### src/rtl/tilemap_scroll_renderer_macros.svh
// ----------------------------------------------------------------------------
// Tile map scroll renderer assertion macros
// Shared macros for the concurrent assertions of the renderer modules.
// ----------------------------------------------------------------------------
`ifndef TILEMAP_SCROLL_RENDERER_MACROS_SVH
`define TILEMAP_SCROLL_RENDERER_MACROS_SVH

// Generic form: explicit clock and active-low reset.
`define TSR_ASSERT_CLK(lbl, clk, rst_n, prop, msg) \
  lbl: assert property (@(posedge clk) disable iff (!rst_n) prop) else $error(msg);

// Usual form inside a module with clk_i and rst_ni.
`define TSR_ASSERT(lbl, prop, msg) \
  `TSR_ASSERT_CLK(lbl, clk_i, rst_ni, prop, msg)

`endif

### src/rtl/tsr_pkg.sv
// ----------------------------------------------------------------------------
// Tile map scroll renderer package
// Constants, payload types and controller interface types of the renderer.
// ----------------------------------------------------------------------------
package tsr_pkg;

  // Tile geometry in pixels. Both must be powers of two.
  localparam int unsigned TILE_W      = 32;
  localparam int unsigned TILE_H      = 32;
  localparam int unsigned TILE_W_LOG2 = $clog2(TILE_W);
  localparam int unsigned TILE_H_LOG2 = $clog2(TILE_H);

  // Map store organization.
  localparam int unsigned LAYER_DEPTH = 8192;
  localparam int unsigned LAYER_COUNT = 4;
  localparam int unsigned STORE_DEPTH = LAYER_DEPTH * LAYER_COUNT;
  localparam int unsigned STORE_AW    = $clog2(STORE_DEPTH);

  // Field widths.
  localparam int unsigned ACTION_W   = 2;
  localparam int unsigned LAYER_W    = 2;
  localparam int unsigned MAP_ADDR_W = 13;
  localparam int unsigned TILE_ID_W  = 12;
  localparam int unsigned POINT_W    = 16;
  localparam int unsigned CELL_W     = 12;
  localparam int unsigned SRC_X_W    = 13;
  localparam int unsigned SRC_Y_W    = 17;
  localparam int unsigned SCREEN_W   = 12;
  localparam int unsigned CAM_POS_W  = 16;
  localparam int unsigned MAP_DIM_W  = 8;
  localparam int unsigned VIEW_W     = 7;
  localparam int unsigned SHEET_W    = 8;

  // Configuration port.
  localparam int unsigned CFG_IDX_W  = 3;
  localparam int unsigned CFG_DATA_W = 8;

  localparam logic [MAP_DIM_W-1:0] MAP_WIDTH_RST   = 8'd80;
  localparam logic [MAP_DIM_W-1:0] MAP_HEIGHT_RST  = 8'd60;
  localparam logic [VIEW_W-1:0]    VIEW_WIDTH_RST  = 7'd21;
  localparam logic [VIEW_W-1:0]    VIEW_HEIGHT_RST = 7'd16;
  localparam logic [SHEET_W-1:0]   SHEET_COLS_RST  = 8'd8;

  // Shared divider: 12-bit dividend, 8-bit divisor, two quotient bits a cycle.
  localparam int unsigned DIVIDEND_W        = 12;
  localparam int unsigned DIVISOR_W         = 8;
  localparam int unsigned DIV_BITS_PER_STEP = 2;
  localparam int unsigned DIV_STEPS         = DIVIDEND_W / DIV_BITS_PER_STEP;
  localparam int unsigned DIV_CNT_W         = $clog2(DIV_STEPS);

  typedef enum logic [ACTION_W-1:0] {
    ACT_WRITE  = 2'd0,
    ACT_CAMERA = 2'd1,
    ACT_RENDER = 2'd2,
    ACT_NONE   = 2'd3
  } tsr_action_e;

  typedef enum logic [CFG_IDX_W-1:0] {
    REG_MAP_WIDTH   = 3'd0,
    REG_MAP_HEIGHT  = 3'd1,
    REG_VIEW_WIDTH  = 3'd2,
    REG_VIEW_HEIGHT = 3'd3,
    REG_SHEET_COLS  = 3'd4
  } tsr_reg_e;

  localparam logic [LAYER_W-1:0] LAYER_BACKGROUND = 2'd0;
  localparam logic [LAYER_W-1:0] LAYER_OVERLAY    = 2'd3;

  typedef struct packed {
    tsr_action_e                action;
    logic [LAYER_W-1:0]         layer;
    logic [MAP_ADDR_W-1:0]      map_address;
    logic [TILE_ID_W-1:0]       tile_value;
    logic signed [POINT_W-1:0]  point_x;
    logic signed [POINT_W-1:0]  point_y;
    logic [CELL_W-1:0]          view_cell;
  } tsr_in_t;

  typedef struct packed {
    logic                        draw;
    logic                        blend_on;
    logic                        fill_rect;
    logic [SRC_X_W-1:0]          source_x;
    logic [SRC_Y_W-1:0]          source_y;
    logic signed [SCREEN_W-1:0]  screen_x;
    logic signed [SCREEN_W-1:0]  screen_y;
    logic                        out_of_map;
    logic signed [CAM_POS_W-1:0] camera_x;
    logic signed [CAM_POS_W-1:0] camera_y;
  } tsr_out_t;

  // Commands from the controller to the datapath.
  typedef struct packed {
    logic load;
    logic write_tile;
    logic move_camera;
    logic start_cell_div;
    logic capture_cell;
    logic index_product;
    logic index_sum;
    logic check_index;
    logic eval_tile;
    logic start_tile_div;
    logic capture_source;
    logic finish;
  } tsr_cmd_t;

  // Status from the datapath to the controller.
  typedef struct packed {
    tsr_action_e action;
    logic        in_view;
    logic        div_done;
    logic        index_ok;
    logic        tile_nonzero;
    logic        fill_layer;
  } tsr_status_t;

endpackage

### src/rtl/tsr_controller.sv
// ----------------------------------------------------------------------------
// Tile map scroll renderer controller
// Sequences each item through the datapath and owns both handshakes.
// ----------------------------------------------------------------------------
`include "tilemap_scroll_renderer_macros.svh"

module tsr_controller (
  input  logic                  clk_i,
  input  logic                  rst_ni,
  input  logic                  in_valid_i,
  output logic                  in_stall_o,
  output logic                  out_valid_o,
  input  logic                  out_stall_i,
  input  tsr_pkg::tsr_status_t  status_i,
  output tsr_pkg::tsr_cmd_t     cmd_o
);
  import tsr_pkg::*;

  typedef enum logic [8:0] {
    S_IDLE      = 9'b000000001,
    S_DISPATCH  = 9'b000000010,
    S_DIV_CELL  = 9'b000000100,
    S_INDEX_MUL = 9'b000001000,
    S_INDEX_SUM = 9'b000010000,
    S_CHECK     = 9'b000100000,
    S_READ      = 9'b001000000,
    S_DIV_TILE  = 9'b010000000,
    S_FINISH    = 9'b100000000
  } tsr_state_e;

  tsr_state_e state_q, state_d;
  logic       out_valid_q, out_valid_d;
  logic       out_take;

  assign out_take = out_valid_q && !out_stall_i;

  always_comb begin
    state_d     = state_q;
    out_valid_d = out_valid_q && !out_take;
    cmd_o       = '0;
    case (state_q)
      S_IDLE: begin
        if (in_valid_i) begin
          cmd_o.load = 1'b1;
          state_d    = S_DISPATCH;
        end
      end
      S_DISPATCH: begin
        state_d = S_FINISH;
        case (status_i.action)
          ACT_WRITE:  cmd_o.write_tile  = 1'b1;
          ACT_CAMERA: cmd_o.move_camera = 1'b1;
          ACT_RENDER: begin
            if (status_i.in_view) begin
              cmd_o.start_cell_div = 1'b1;
              state_d              = S_DIV_CELL;
            end
          end
          default: ;
        endcase
      end
      S_DIV_CELL: begin
        if (status_i.div_done) begin
          cmd_o.capture_cell = 1'b1;
          state_d            = S_INDEX_MUL;
        end
      end
      S_INDEX_MUL: begin
        cmd_o.index_product = 1'b1;
        state_d             = S_INDEX_SUM;
      end
      S_INDEX_SUM: begin
        cmd_o.index_sum = 1'b1;
        state_d         = S_CHECK;
      end
      S_CHECK: begin
        cmd_o.check_index = 1'b1;
        state_d           = status_i.index_ok ? S_READ : S_FINISH;
      end
      S_READ: begin
        cmd_o.eval_tile = 1'b1;
        if (status_i.tile_nonzero && !status_i.fill_layer) begin
          cmd_o.start_tile_div = 1'b1;
          state_d              = S_DIV_TILE;
        end else begin
          state_d = S_FINISH;
        end
      end
      S_DIV_TILE: begin
        if (status_i.div_done) begin
          cmd_o.capture_source = 1'b1;
          state_d              = S_FINISH;
        end
      end
      S_FINISH: begin
        // The result register is loaded once it is empty or being emptied.
        if (!out_valid_q || out_take) begin
          cmd_o.finish = 1'b1;
          out_valid_d  = 1'b1;
          state_d      = S_IDLE;
        end
      end
      default: state_d = S_IDLE;
    endcase
  end

  always_ff @(posedge clk_i or negedge rst_ni) begin
    if (!rst_ni) begin
      state_q     <= S_IDLE;
      out_valid_q <= 1'b0;
    end else begin
      state_q     <= state_d;
      out_valid_q <= out_valid_d;
    end
  end

  assign in_stall_o  = (state_q != S_IDLE);
  assign out_valid_o = out_valid_q;

  `TSR_ASSERT(a_accept_dispatch, (in_valid_i && !in_stall_o) |=> (state_q == S_DISPATCH), "accepted transaction not dispatched")
  `TSR_ASSERT(a_result_held, (out_valid_q && out_stall_i) |=> out_valid_q, "stalled result dropped")
  `TSR_ASSERT(a_finish_room, cmd_o.finish |-> (!out_valid_q || !out_stall_i), "result register overwritten")
  `TSR_ASSERT(a_div_wait, status_i.div_done |-> (state_q == S_DIV_CELL || state_q == S_DIV_TILE), "divider finished outside a wait state")

endmodule

### config.mk
export PLATFORM = sky130hd
export DESIGN_NAME = tsr_controller
export DESIGN_NICKNAME = d
export VERILOG_FILES = /design/src/rtl/tsr_pkg.sv /design/src/rtl/tsr_controller.sv
export VERILOG_INCLUDE_DIRS = /design/src /design/src/rtl
export SDC_FILE = /design/constraint.sdc
export NUM_CORES = 1
export LEC_CHECK = 0
export BUFFER_PORTS_ARGS = -buffer_cell sky130_fd_sc_hd__buf_4
export CAP_MARGIN = 5
export CORE_MARGIN = 2
export CORE_UTILIZATION = 25
export DETAILED_ROUTE_END_ITERATION = 6
export PLACE_DENSITY = 0.45
export SETUP_SLACK_MARGIN = 0.4
export SLEW_MARGIN = 0
export SYNTH_ARGS = -nofsm -noshare
export SYNTH_HDL_FRONTEND = slang
export SYNTH_SLANG_ARGS = --single-unit
### constraint.sdc
create_clock -name clk_i -period 3.35 [get_ports clk_i]
set_clock_uncertainty 0.1 [all_clocks]
set_input_delay 0.5025 -clock clk_i [delete_from_list [all_inputs] [get_ports clk_i]]
set_output_delay 0.5025 -clock clk_i [all_outputs]
set_load 0.02 [all_outputs]
==> metrics.txt, run 1 <==
number of nets with antenna violations after detailed routing=0; number of register bits inferred by synthesis=10; wire length of the first global-routing pass=2.88 mm; Starting Density=0.259; Final TNS setup=0 ns; cell depth of the worst min-delay path=2; maximum number of pins on one net before global-route repair=11; critical path's top delay family=simple AND/OR/NAND/NOR gates; DR WL/cell=13.7 um; final count of negative-setup-slack endpoints=0; portion of the post-synthesis area used by sequential elements=0.359; number of clock sinks seen by CTS=10; Inserted Clock Buffers=3; Row Count=19; max-cap violations=0; area growth from synthesis to layout=33.0%; outcome=finished, final reports clean; all-layer global routing usage=0.118; startpoint of the most critical hold path=in_valid_i; most instantiated flip-flop cell in the synthesis netlist=sky130_fd_sc_hd__dfrtp_1; post-synthesis average cell area=9.10 um2; Post-Syn Area=701 um2; endpoint of the lowest-slack register-to-register path=state_q[7]; total wire length after detailed routing=1.80 mm; vias in the first global route=595; global route total overflow=0; total number of nets in the final design=112; Gate Count Post-Synth=77; biggest fanout along the worst timing path=9; register clock-pin slew on the reported worst setup and hold paths=0.07 ns; via density per instance=5.04; cell accounting for the most synthesized area=sky130_fd_sc_hd__dfrtp_1; number of instances resized during post-cts repair=0; number of optimization iterations in the first detailed-route pass=3; port buffer count=24; CP startpoint=state_q[4]; WP data required=2.75 ns; yosys synthesis warning count=0; post-route clock period utilization=0.787; endpoint of the worst hold path=state_q[0]; initial antenna violation count=0; launch instance of the worst register-to-register path=state_q[4]; post-synth net total=88; Power Dens Cells=553 nW/um2; Worst Reg-to-Reg Cells=5; ordered cell list for the critical path=or4_4, nor3_4, nand3_2, a21oi_1, buf_4; top area cells in the synthesized netlist=sky130_fd_sc_hd__dfrtp_1 32%, sky130_fd_sc_hd__nor2_1 4.3%, sky130_fd_sc_hd__dfstp_2 3.8%; final count of hold timing violations=0; top post-synthesis cells by count=9 x sky130_fd_sc_hd__dfrtp_1, 8 x sky130_fd_sc_hd__nor2_1, 4 x sky130_fd_sc_hd__o21ai_0; maximum single-stage delay on the critical path=0.60 ns; time the final worst path needs with I/O delays and setup=2.64 ns; number of buffers on the longest clock path=2; Worst-Margin Slew=0.464 ns; number of top-level pins=25; CP Launch Type=register; hpwl dp=1.34 mm; Worst Path Arrival=2.03 ns; maximum ir drop on the vdd rail=0.435 mV; max_slew headroom=0.688; Fmax=379 MHz; Distinct cells, synth=39; height of the die=56.9 um; master of the slowest instance on the critical path=sky130_fd_sc_hd__or4_4; Total Die Area=3240 um2; DRC violations left=0; detailed router's first-iteration violation count=16; share of post-route cells with drive strength above 1=0.360; root buffer cell=sky130_fd_sc_hd__clkbuf_4; proportion of synthesized flip-flops having asynchronous set or reset=1.00; latest clock arrival within the worst-skew pair=0.28 ns; antenna diode instance count=0; Lkg Pwr=0.451 nW; Buf+Inv Stages, Crit Path=1; CP endpoint kind=output port; overall via count from detail_route=660; type of the worst setup path=reg2out; class of the tightest hold or removal check=in2reg; library cell with the highest instance count after synthesis=sky130_fd_sc_hd__dfrtp_1; slack of the worst reg-to-reg path=1.40 ns; Final Core Density=0.344; unrepaired setup endpoints after global routing=no; CORE AREA=2710 um2; number of slew-limit violations in the final report=0; die outline width=56.9 um; number of enable flip-flop cells after synthesis=0; TritonCTS clock tree=yes; H-Tree Level Count=1; global placement routability congestion=0.779; fraction of post-synthesis cell area in the top cell type by area=0.321
[worst max path at each step]
stage | end | slack (ns) | cells past startpoint
2_1_floorplan | cmd_o[11] | 0.90 | 5
3_3_place_gp | cmd_o[11] | 1.04 | 5
3_5_place_dp | cmd_o[0] | 1.01 | 5
4_1_cts | cmd_o[0] | 0.70 | 5
5_1_grt | cmd_o[11] | 0.58 | 5
6_report | cmd_o[0] | 0.71 | 5
[cell usage in the layout, fill, tap and decap left out, types with 2 or more instances in the layout]
cell type	instances
sky130_fd_sc_hd__dfrtp_1	9
sky130_fd_sc_hd__nor4_1	2
sky130_fd_sc_hd__o21ai_0	4
sky130_fd_sc_hd__a21o_1	2
sky130_fd_sc_hd__nor4b_1	2
sky130_fd_sc_hd__xor2_1	3
sky130_fd_sc_hd__nand4b_1	2
sky130_fd_sc_hd__inv_1	3
sky130_fd_sc_hd__buf_4	24
sky130_fd_sc_hd__nor3b_1	2
sky130_fd_sc_hd__nand4_1	2
sky130_fd_sc_hd__and3_1	2
sky130_fd_sc_hd__nor2_1	8
sky130_fd_sc_hd__nor3_1	3
sky130_fd_sc_hd__and4_1	3
sky130_fd_sc_hd__nand2_1	3
sky130_fd_sc_hd__clkbuf_4	3
[metrics by stage]
step	cells	total power, mW	hold slack [ns]	setup slack (ns)	instance area (um2)
4_1_cts	131	0.522	0.279	0.696	932
3_3_place_gp	126	0.403	0.250	1.04	886
6_report	131	0.516	0.287	0.714	932
5_1_grt	131	0.550	0.289	0.577	932
2_1_floorplan	77	0.330	0.107	0.899	701
3_5_place_dp	126	0.402	0.251	1.01	886
[final cells by class]
cell class	count	area (um2)
sequential	10	251
multi-input combinational	58	404
inverter	3	11.3
tap	31	38.8
clock buffer	4	36.3
fill	301	1780
timing repair buffer	25	190
[where the power goes]
| part | switching, mW | leakage [nW] | total (mW) | internal [mW] |
|---|---|---|---|---|
| combinational | 0.121 | 0.296 | 0.214 | 0.0930 |
| clock | 0.0488 | 0.0210 | 0.115 | 0.0662 |
| sequential | 0.0408 | 0.134 | 0.186 | 0.145 |
| total | 0.211 | 0.451 | 0.516 | 0.305 |
[flip-flops by register name, indices dropped and copies added (netlist names)]
name         cells
out_valid_o      1
state_q          9
[layer usage]
metal | up-vias | global-route usage | part of all wire
met1 | 308 | 0.158 | 0.50
met5 | - | 0 | 0
met2 | 13 | 0.171 | 0.44
li1 | 334 | - | -
met3 | 5 | 0.0249 | 0.032
met4 | 0 | 0.0797 | 0.032
[cells by family after synthesis]
group / after synthesis / share of synthesized area
AND/OR/NAND/NOR: 41 / 0.407
XOR/XNOR: 3 / 0.0375
AO/OA/AOI/OAI: 14 / 0.132
flip-flops: 10 / 0.359
buffers and inverters: 9 / 0.0643
[timing repair]
item	in CTS	in global routing
endpoints found under the hold margin	9	0
setup endpoints to repair	0	0
hold buffers	1	0
setup buffers	0	0
Note: power is estimated with default switching activity, not from simulation.
==> run 2, diff against run 1 <==
Clock period 3.35 ns to 2.53 ns, I/O delays scaled along.
==> run 2 against run 1 <==
Net effect: cell area rose by 26%; core utilization is 9.1 points higher; combinational power is 110% higher; critical path depth did not move; flip-flop and latch count stayed put; via count increased by 15%; critical path type unchanged; critical endpoint unchanged; largest cell class unchanged; largest power group unchanged; highest routed layer unchanged.
==> metrics.txt, run 2 (synthesis results as in run 1) <==
outcome=finished, final reports clean; detailed router's first-iteration violation count=18; non-filler instance count after layout=149; Fmax=427 MHz; number of clock sinks seen by CTS=10; root buffer cell=sky130_fd_sc_hd__clkbuf_4; Final Core Density=0.435; Inserted Clock Buffers=3; max_slew headroom=0.763; Setup WS post-layout=0.189 ns; global placement routability congestion=0.779; global route total overflow=0; Worst-Margin Slew=0.350 ns; maximum number of pins on one net before global-route repair=11; max-cap violations=0; H-Tree Level Count=1; height of the die=56.9 um; via density per instance=5.08; class of the tightest hold or removal check=in2reg; WP data required=2.05 ns; vias in the first global route=709; commonest non-fill, non-tap cell in the layout=sky130_fd_sc_hd__buf_4; area growth from synthesis to layout=68.2%; CP Launch Type=register; final count of negative-setup-slack endpoints=0; post-route clock period utilization=0.925; max reg flops=9; Lkg Pwr=0.556 nW; CP endpoint kind=output port; DRC violations left=0; worst hold margin=0.168 ns; biggest fanout along the worst timing path=5; latest clock arrival within the worst-skew pair=0.27 ns; time the final worst path needs with I/O delays and setup=2.34 ns; number of slew-limit violations in the final report=0; Final TNS setup=0 ns; Starting Density=0.259; total wire length after detailed routing=2.13 mm; most frequent cells in the layout=39 x sky130_fd_sc_hd__buf_4, 7 x sky130_fd_sc_hd__nor2_1, 5 x sky130_fd_sc_hd__dfrtp_2, 4 x sky130_fd_sc_hd__o21ai_0, 4 x sky130_fd_sc_hd__dfrtp_1; Total Die Area=3240 um2; hpwl dp=1.44 mm; type of the worst setup path=reg2out; Row Count=19; Worst Path Arrival=1.86 ns; final count of hold timing violations=0; Placement Setup Slack=0.326 ns; largest reg by FF count=state_q; number of buffers on the longest clock path=2; TritonCTS clock tree=yes; share of post-route cells with drive strength above 1=0.585; CORE AREA=2710 um2; number of nets with antenna violations after detailed routing=0; DR WL/cell=14.3 um; wire length of the first global-routing pass=3.37 mm; Power Dens Cells=725 nW/um2; die outline width=56.9 um; all-layer global routing usage=0.136; maximum ir drop on the vdd rail=0.423 mV; antenna diode instance count=0; number of top-level pins=25; number of optimization iterations in the first detailed-route pass=4; register clock-pin slew on the reported worst setup and hold paths=0.08 ns; overall via count from detail_route=757; number of cells after detailed placement=128; port buffer count=24; Multi-input gate area=498 um2; FILL cells=296; total number of nets in the final design=130; area of all sequential standard cells=258 um2; unrepaired setup endpoints after global routing=yes; initial antenna violation count=0
[run 2: worst paths after layout]
check / start / to / slack (ns) / cells past startpoint
min reg2reg: state_q[7] / state_q[7] / 0.44 / 1
max reg2reg: state_q[4] / state_q[7] / 0.46 / 7
min: in_valid_i / state_q[0] / 0.17 / 2
max in group asynchronous: rst_ni / state_q[0] / 1.74 / 2
min in group asynchronous: rst_ni / state_q[3] / 0.37 / 2
max: state_q[4] / cmd_o[0] / 0.19 / 5
[run 2: routing by layer]
layer | wire length (um) | GRT usage | share of wire | up-vias
li1 | - | - | - | 367
met1 | 883 | 0.161 | 0.41 | 370
met2 | 1140 | 0.240 | 0.53 | 18
met3 | 105 | 0.0522 | 0.049 | 2
met4 | 8 | 0.0199 | 0.0037 | 0
met5 | 0 | 0 | 0 | -
[run 2: cell type report]
cell class | count | area share
Sequential cell | 10 | 0.219
Multi-Input combinational cell | 58 | 0.423
Timing Repair Buffer | 43 | 0.286
Inverter | 3 | 0.00955
Clock buffer | 4 | 0.0308
Tap cell | 31 | 0.0329
[run 2: worst max-delay path: stages, from the launching register on]
cell and delay [ns]:
sky130_fd_sc_hd__dfrtp_2 0.41, sky130_fd_sc_hd__or4_4 0.57, sky130_fd_sc_hd__nor3_4 0.22, sky130_fd_sc_hd__nand3_2 0.13, sky130_fd_sc_hd__a21oi_2 0.11, sky130_fd_sc_hd__buf_4 0.14
[run 2: power by group]
| part | switching (mW) | total (mW) | internal, mW |
|---|---|---|---|
| Sequential | 0.0492 | 0.243 | 0.194 |
| Combinational | 0.229 | 0.459 | 0.230 |
| Clock | 0.0647 | 0.152 | 0.0874 |
| Total | 0.343 | 0.854 | 0.511 |
[run 2: repair_timing]
| action | CTS | global route |
|---|---|---|
| endpoints found under the hold margin | 9 | 0 |
| hold buffers | 1 | 0 |
| pin swaps | 9 | 6 |
| gates resized for setup | 10 | 5 |
| buffers inserted | 11 | 5 |
| setup endpoints to repair | 12 | 14 |
[run 2: through the flow]
step	cell area, um2	power (mW)
after global placement	946	0.570
final	1180	0.854
after global routing	1180	0.917
after floorplan	752	0.468
after CTS	1110	0.787
after detailed placement	946	0.568
==> run 3, diff against run 2 <==
Settings changed: CTS_BUF_LIST set to sky130_fd_sc_hd__clkbuf_16, RECOVER_POWER set to 100.
==> run 3 against run 2 <==
Net effect: flip-flop and latch count unchanged; core utilization shrank 0.83 points; sequential share of layout area increased by 0.43 points; die area unchanged; critical path depth unchanged; cell area fell by 1.9%; first-iteration DRC count fell by 33%; global-route usage increased by 0.33 points; non-clock buffer count increased by 1; wire length decreased by 1.7%; total power up 13%.
==> metrics.txt, run 3 (synthesis results as in run 1) <==
outcome=finished, final reports clean; maximum number of pins on one net before global-route repair=11; register clock-pin slew on the reported worst setup and hold paths=0.04 ns; number of buffers on the longest clock path=2; final count of hold timing violations=0; Lkg Pwr=0.533 nW; CP Launch Type=register; max_slew headroom=0.593; port buffer count=24; number of nets with antenna violations after detailed routing=0; startpoint of the most critical hold path=in_valid_i; Final TNS setup=0 ns; Power Dens Cells=833 nW/um2; via density per instance=5.08; post-route clock period utilization=0.937; global route total overflow=0; maximum ir drop on the vdd rail=0.518 mV; DRC violations left=0; TritonCTS clock tree=yes; critical path's top delay family=simple AND/OR/NAND/NOR gates; number of top-level pins=25; Buf+Inv Stages, Crit Path=2; die outline width=56.9 um; master of the slowest instance on the critical path=sky130_fd_sc_hd__dfrtp_2; root buffer cell=sky130_fd_sc_hd__clkbuf_16; global placement routability congestion=0.779; Inserted Clock Buffers=3; FILL cells=297; latest clock arrival within the worst-skew pair=0.24 ns; ordered cell list for the critical path=buf_4, nor3_1, nand4b_1, nor2_1, clkbuf_1; Row Count=19; max-cap violations=0; share of post-route cells with drive strength above 1=0.437; initial antenna violation count=0; type of the worst setup path=reg2out; WP data required=2.05 ns; CORE AREA=2710 um2; Fmax=422 MHz; final count of negative-setup-slack endpoints=0; area growth from synthesis to layout=65.0%; number of clock sinks seen by CTS=10; Final Core Density=0.427; launch instance of the worst register-to-register path=state_q[4]; number of optimization iterations in the first detailed-route pass=4; max reg flops=9; Setup WS post-layout=0.160 ns; vias in the first global route=702; CP startpoint=state_q[4]; CP endpoint kind=output port; maximum single-stage delay on the critical path=0.40 ns; all-layer global routing usage=0.140; antenna diode instance count=0; time the final worst path needs with I/O delays and setup=2.37 ns; Total Die Area=3240 um2; Worst-Margin Slew=0.610 ns; Starting Density=0.259; class of the tightest hold or removal check=in2reg; biggest fanout along the worst timing path=8; detailed router's first-iteration violation count=12; largest reg by FF count=state_q; commonest non-fill, non-tap cell in the layout=sky130_fd_sc_hd__buf_4; unrepaired setup endpoints after global routing=yes; height of the die=56.9 um; DR WL/cell=14.0 um; overall via count from detail_route=762; total number of nets in the final design=131; number of slew-limit violations in the final report=0; Worst Path Arrival=1.89 ns; total wire length after detailed routing=2.10 mm; most frequent cells in the layout=29 x sky130_fd_sc_hd__buf_4, 9 x sky130_fd_sc_hd__clkbuf_1, 7 x sky130_fd_sc_hd__nor2_1, 5 x sky130_fd_sc_hd__dfrtp_2; wire length of the first global-routing pass=3.35 mm; H-Tree Level Count=1; hpwl dp=1.44 mm; Placement Setup Slack=0.326 ns
[run 3: changes by cell type in the layout (fill, tap and decap cells not counted), moves of 2 or more]
cell                        delta
sky130_fd_sc_hd__clkbuf_1      +9
sky130_fd_sc_hd__clkbuf_16     +3
sky130_fd_sc_hd__nand3_2       -2
sky130_fd_sc_hd__nand3_1       +2
sky130_fd_sc_hd__buf_4        -10
sky130_fd_sc_hd__nor3_1        +2
[run 3: cell type report]
cell class / count / area, um2 / area share
clock inverters: 1 / 3.75 / 0.00325
clock buffers: 3 / 75.1 / 0.0649
inverters: 3 / 11.3 / 0.00974
flip-flops and latches: 10 / 258 / 0.223
multi-input cells: 58 / 459 / 0.397
repair buffers: 44 / 310 / 0.268
well taps: 31 / 38.8 / 0.0335
[run 3: metrics by stage]
step	cell area [um2]	power, mW	hold WS [ns]	std cells
2_1_floorplan	752	0.468	-0.0161	77
3_3_place_gp	946	0.570	0.125	128
3_5_place_dp	946	0.568	0.123	128
4_1_cts	1130	0.902	0.203	143
5_1_grt	1160	1.02	0.208	150
6_report	1160	0.964	0.207	150
[run 3: power breakdown]
group / internal (mW) / leakage, nW / switching [mW]
Sequential: 0.195 / 0.126 / 0.0479
Clock: 0.208 / 0.0385 / 0.0801
Combinational: 0.214 / 0.369 / 0.219
[run 3: worst paths after layout]
check,endpoint,depth (start not counted),slack [ns]
max,cmd_o[8],5,0.16
min,state_q[0],2,0.21
max reg2reg,state_q[7],7,0.47
min reg2reg,state_q[7],2,0.48
max in group asynchronous,state_q[7],2,1.33
min in group asynchronous,state_q[6],2,0.56
[run 3: per-layer routing]
layer,routed length [um],GRT usage
met5,0,0
met4,43,0.0698
met3,114,0.0522
met2,1030,0.230
met1,906,0.159
[run 3: repair_timing]
item,4_1_cts,5_1_grt
pin swaps,9,4
endpoints found under the setup margin,11,12
resized for setup,8,6
hold endpoints to repair,9,0
setup buffers,10,7
hold buffers,1,0
